===== src/sv/chol_pkg.sv =====
// Shared widths, types and arithmetic helpers of the 3x3 Cholesky factorizer.
package chol_pkg;

	localparam int DATA_WIDTH = 32;
	localparam int FRAC_BITS  = 16;

	localparam int DIAG_W  = DATA_WIDTH - 1;
	localparam int PROD_W  = 2 * DATA_WIDTH;
	localparam int NUM_W   = (PROD_W > DATA_WIDTH + FRAC_BITS) ? PROD_W : DATA_WIDTH + FRAC_BITS;
	localparam int SQ_BITS = (DATA_WIDTH + FRAC_BITS) / 2;
	localparam int RAD_W   = 2 * SQ_BITS;
	localparam int SQ_REM_W = SQ_BITS + 2;
	localparam int SAT_W   = (SQ_BITS > DIAG_W) ? SQ_BITS : DIAG_W;

	localparam int DIV_LAT  = DATA_WIDTH + 2;
	localparam int SQ_LAT   = SQ_BITS + 2;
	localparam int UNIT_LAT = (DIV_LAT > SQ_LAT) ? DIV_LAT : SQ_LAT;

	localparam int IN_TDATA_W    = ((6 * DATA_WIDTH) + 7) / 8 * 8;
	localparam int OUT_FIELDS_W  = 3 * DIAG_W + 3 * DATA_WIDTH + 2;
	localparam int OUT_TDATA_W   = (OUT_FIELDS_W + 7) / 8 * 8;

	typedef logic signed [DATA_WIDTH-1:0] data_t;
	typedef logic [DATA_WIDTH-1:0] mag_t;
	typedef logic [DIAG_W-1:0] diag_t;
	typedef logic [NUM_W-1:0] num_t;

	localparam data_t VMAX = {1'b0, {DIAG_W{1'b1}}};
	localparam data_t VMIN = {1'b1, {DIAG_W{1'b0}}};

	typedef enum logic [1:0] {
		PIV_A00 = 2'd0,
		PIV_P1  = 2'd1,
		PIV_P2  = 2'd2
	} pivot_t;

	typedef struct packed {
		diag_t  u00;
		data_t  u01;
		data_t  u02;
		diag_t  u11;
		data_t  u12;
		diag_t  u22;
		logic   status;
		pivot_t pivot;
	} res_t;

	function automatic data_t sat_sub(input data_t a, input data_t b);
		logic signed [DATA_WIDTH:0] d;
		d = (DATA_WIDTH+1)'(a) - (DATA_WIDTH+1)'(b);
		if (d[DATA_WIDTH] != d[DATA_WIDTH-1]) begin
			return d[DATA_WIDTH] ? VMIN : VMAX;
		end
		return d[DATA_WIDTH-1:0];
	endfunction

	function automatic mag_t mag_of(input data_t x);
		return x[DATA_WIDTH-1] ? mag_t'(-x) : mag_t'(x);
	endfunction

	function automatic logic is_pos(input data_t x);
		return !x[DATA_WIDTH-1] && (x != '0);
	endfunction

	function automatic num_t umul(input mag_t a, input mag_t b);
		logic [PROD_W-1:0] p;
		p = PROD_W'(a) * PROD_W'(b);
		return num_t'(p);
	endfunction

	function automatic num_t frac_num(input mag_t m);
		return num_t'(m) << FRAC_BITS;
	endfunction

endpackage


===== src/sv/chol_sqrt.sv =====
// Pipelined square root of v scaled by the fraction, one root bit per stage.
module chol_sqrt (
	input  logic            clk,
	input  logic            en,
	input  chol_pkg::diag_t v,
	output chol_pkg::diag_t root
);
	import chol_pkg::*;

	localparam int PAD = UNIT_LAT - SQ_LAT;

	logic [RAD_W-1:0]    rad_s  [0:SQ_BITS];
	logic [SQ_REM_W-1:0] rem_s  [0:SQ_BITS];
	logic [SQ_BITS-1:0]  root_s [0:SQ_BITS];
	diag_t               res_s  [0:PAD];
	logic [SAT_W-1:0]    r_ext;

	always_ff @(posedge clk) begin
		if (en) begin
			rad_s[0]  <= RAD_W'(v) << FRAC_BITS;
			rem_s[0]  <= '0;
			root_s[0] <= '0;
		end
	end

	for (genvar j = 0; j < SQ_BITS; j++) begin : g_bit
		logic [SQ_REM_W+1:0] cand;
		logic [SQ_REM_W+1:0] trial;
		assign cand  = {rem_s[j], rad_s[j][RAD_W-1 -: 2]};
		assign trial = (SQ_REM_W+2)'({root_s[j], 2'b01});
		always_ff @(posedge clk) begin
			if (en) begin
				if (cand >= trial) begin
					rem_s[j+1]  <= SQ_REM_W'(cand - trial);
					root_s[j+1] <= {root_s[j][SQ_BITS-2:0], 1'b1};
				end else begin
					rem_s[j+1]  <= cand[SQ_REM_W-1:0];
					root_s[j+1] <= {root_s[j][SQ_BITS-2:0], 1'b0};
				end
				rad_s[j+1] <= rad_s[j] << 2;
			end
		end
	end

	assign r_ext = SAT_W'(root_s[SQ_BITS]);

	always_ff @(posedge clk) begin
		if (en) begin
			res_s[0] <= (r_ext > SAT_W'({DIAG_W{1'b1}})) ? '1 : r_ext[DIAG_W-1:0];
		end
	end

	for (genvar k = 1; k <= PAD; k++) begin : g_pad
		always_ff @(posedge clk) begin
			if (en) begin
				res_s[k] <= res_s[k-1];
			end
		end
	end

	assign root = res_s[PAD];

endmodule


===== config.mk =====
export PLATFORM = sky130hd
export DESIGN_NAME = chol_sqrt
export DESIGN_NICKNAME = d
export VERILOG_FILES = /design/src/sv/chol_pkg.sv /design/src/sv/chol_sqrt.sv
export SDC_FILE = /design/constraint.sdc
export NUM_CORES = 2
export LEC_CHECK = 0
export ABC_AREA = 1
export BUFFER_PORTS_ARGS = -buffer_cell sky130_fd_sc_hd__clkbuf_2
export CAP_MARGIN = 5
export CELL_PAD_IN_SITES_DETAIL_PLACEMENT = 2
export CELL_PAD_IN_SITES_GLOBAL_PLACEMENT = 2
export CORE_ASPECT_RATIO = 2
export CORE_MARGIN = 2
export CORE_UTILIZATION = 43
export DETAILED_ROUTE_END_ITERATION = 16
export GPL_TIMING_DRIVEN = 1
export HOLD_SLACK_MARGIN = 0.15
export PLACE_DENSITY = 0.87
export SYNTH_ARGS = -nofsm -noshare
export SYNTH_HDL_FRONTEND = slang
export SYNTH_SLANG_ARGS = --single-unit

===== constraint.sdc =====
create_clock -name clk -period 4 [get_ports clk]
set_clock_uncertainty 0.15 [all_clocks]
set_input_delay 0.8 -clock clk [delete_from_list [all_inputs] [get_ports clk]]
set_output_delay 0.8 -clock clk [all_outputs]
set_load 0.02 [all_outputs]

==> results.md <==
* Mapped cell area at around 0.077 sq mm
* Clock Latency Late Sink at 0.85 ns
* Synthesized instance count at a little over 9000
* Relative slew margins at 9.16%
* Slew at the pin closest to its max-slew limit at 1.36 ns
* Outcome: finished, violations left
* Largest area contributor in the netlist: edfxtp_1
* Clock root cell: clkbuf_16
* Placed cell count at around 11000
* Routed wire length at 348000 um
* Crit path time final at 4.11 ns
* Top cells by area, synth: edfxtp_1, nand2_1, inv_1
* Pre-Repair DR Iteration Count at 5
* Gr usage total at 38.2%
* Fraction of layout cells with a size suffix above 1 at ~5.2%
* Synth-to-layout area growth at 9.98%
* Seq/Total Area, Yosys at 52.4%
* Worst Slack Setup Final at -0.107 ns
* Synth warn at 0
* Switching pwr at 17.2 mW
* Antenna violations before repair at 27
* Initial core utilization at 43.2%
* Sequential power share at 42.2%
* Flop2flop setup slack at -0.11 ns
* Detail Placement HPWL at roughly 260000 um
* Maxcap violations at 0
* H-tree depth at 4
* Worst vdd ir at a little under 0.5 mV
* Critical Path End Type: flop
* Clock transition at path regs at around 0.080 ns
* Setup violations, final at 3
* Non-filler cells, final at approximately 12000
* Nets@finish at around 9600
* Largest net degree at the start of global routing at 150
* First DRT Iteration DRCs at 4126
* I/O Buffers at 56
* CTS tree: done
* Core Area at 0.178 sq mm
* Vias after detailed routing at approximately 66000
* Die footprint at around 0.18 sq mm
* Post-Route Setup TNS at -0.162 ns
* Clk sinks at 1339
* Worst-case clock buffer depth at 4
* Max frequency at 244 MHz
* CP max FO at 26
* R2r endpoint: rem_s[2][195]$_DFFE_PP_
* Drt via density at ~5.7
* Io pins at 64
* Crit. Startpoint: rem_s[2][171]$_DFFE_PP_
* Commonest register cell after synthesis: edfxtp_1
* CP endpoint: rem_s[2][195]$_DFFE_PP_
* Reg-to-reg startpoint: rem_s[2][171]$_DFFE_PP_
* Hold WC Path Type: in -> reg
* DIE HEIGHT at about 600 um
* WP data required at between 4 and 5 ns
* First-pass GRT wire length at between 500000 and 600000 um
* Grt ovf at 0
* Post-synth ARST share at 0%
* Antenna viol nets, final at 0
* Worst r2r path cells at 11
* RePlAce Congestion at approximately 0.9
* CTS Buf Count at roughly 140
* Most common library cells after synthesis: nand2_1, inv_1, edfxtp_1
* Crit start category: flop
* Clock share of power at between 30% and 40%
* Vias in the first global route at just under 80000
* Critical path type: reg -> reg
* Leak at 39.6 nW
* DR DRC count at 0
* #FFs+latches synth at about 1300
* Critical path data arrival time at 4.45 ns
* Period utilisation layout at 103%
* Switching share of total power at 37.6%
* Avg Inst Size Synth at approximately 8.4 sq um
* Std cell rows at around 220
* Int Power at approximately 28 mW
* Failing checks: setup timing
* Post-synth EDFFs at roughly 1300
* Logic gate share of total power at 27.0%
* Routed wire per std cell at a little under 30 um
* Unique masters post-synth at 59
* Pwr dens at ~540 mW/mm^2
* Yosys top cell area share at ~52%
* Final hold vios at 0
* Top-count cell post-synth: nand2_1
* Die Wd at just over 300 um
* Pins Over Slew Limit at 0
-- state kept, by name, summed over array words and instances (netlist names) --
signal / cells
rad_s: 271
res_s: 216
rem_s: 552
root_s: 300
-- power by group through the flow --
stage	Combinational [mW]	Sequential [mW]	Clock, mW
after floorplan	7.15	18.2	0
after global placement	10.1	19.0	0
after detailed placement	11.3	19.3	0
after CTS	11.9	19.1	14.1
after global routing	13.3	19.2	14.5
final	12.3	19.2	14.0
-- worst min path at each step --
| stage | slack (ns) | end | depth (start not counted) | startpoint |
|---|---|---|---|---|
| after floorplan | 0.25 | rad_s[0][110]$_DFFE_PP_ | 0 | rad_s[0][62]$_DFFE_PP_ |
| after global placement | 0.25 | rad_s[0][303]$_DFFE_PP_ | 0 | rad_s[0][255]$_DFFE_PP_ |
| after detailed placement | 0.26 | rad_s[0][223]$_DFFE_PP_ | 0 | rad_s[0][175]$_DFFE_PP_ |
| after CTS | 0.19 | rem_s[0][203]$_DFFE_PP_ | 1 | en |
| after global routing | 0.22 | rem_s[0][203]$_DFFE_PP_ | 1 | en |
| final | 0.23 | rem_s[0][203]$_DFFE_PP_ | 1 | en |
-- through the flow --
stage / cell area, sq um / setup WS, ns / hold WS [ns] / power (mW) / utilization, %
floorplan: 76800 / 0.987 / 0.250 / 25.4 / -
global placement: 79500 / 0.461 / 0.251 / 29.1 / 44.8
detailed placement: 79500 / 0.324 / 0.255 / 30.6 / 44.8
CTS: 84300 / 0.157 / 0.188 / 45.1 / 47.5
global route: 84400 / -0.0118 / 0.218 / 47.0 / 47.5
finish: 84400 / -0.107 / 0.234 / 45.6 / 47.5
-- what timing repair did --
item,CTS,global route
gates resized for setup,0,3
hold endpoints to repair,31,0
endpoints found under the setup margin,0,40
setup buffers,0,3
hold buffers,31,0
-- cells in the final DEF, fill, tap and decap left out, types with 8 or more instances in the layout --
cell	synthesis	layout
inv_2	18	18
xor2_1	158	158
o21ai_2	19	19
clkinv_2	0	23
clkbuf_2	1	55
dlygate4sd3_1	0	31
and2_1	15	15
nand3b_1	73	73
edfxtp_1	1338	1338
nand3_2	24	23
nand4_1	206	206
o21ai_1	24	24
ha_1	310	310
nand2_1	3195	3195
o21ai_0	114	114
nor3_2	10	10
buf_12	1	14
nand3_1	494	494
a21oi_1	158	158
nor3_1	72	72
xnor2_1	85	85
or2_2	18	18
bufinv_16	0	17
nand2_2	14	14
o211ai_1	8	8
clkbuf_16	0	145
clkbuf_1	30	25
inv_1	1720	1720
a21oi_2	15	15
nor2_1	750	749
o21bai_1	9	9
and3_1	9	9
diode_2	0	11
buf_4	49	26
nor2_2	40	41
clkinv_1	1	19
clkinvlp_4	0	8
-- routing by layer --
metal  vias up  global-route usage [%]  part of all wire, %
met3      1745                    7.77                  4.4
met4        26                    40.6                   13
met5         -                       0                0.046
li1      29200                       -                    -
met1     32800                    30.6                   28
met2      2514                    71.8                   54
-- cells by family after synthesis --
family	share of synthesized area [%]
buf+inv	9.74
simple gates	27.1
other cells	0.00489
fa+ha+maj	5.24
flops	52.4
compound gates	2.72
xor+xnor	2.77
-- cell type report --
type	instances	area [sq um]
inverters	1740	6540
well taps	2320	2900
repair buffers	128	1080
diodes	11	27.5
fillers	19700	93200
multi-input cells	5894	29100
flip-flops and latches	1339	40200
clock buffers	170	3720
clock inverters	75	832
-- critical path: stages (launching register included) --
cell and delay, ns:
edfxtp_1 0.89, ha_1 0.43, nand2_1 0.12, nand2_1 0.11
nand2_1 0.09, nand2_1 0.11, inv_1 0.10, nand2_1 0.24
a21oi_2 0.44, nand3_4 0.48, nand2_1 0.23, nand2_1 0.29
Note: power is estimated with default switching activity, not from simulation.
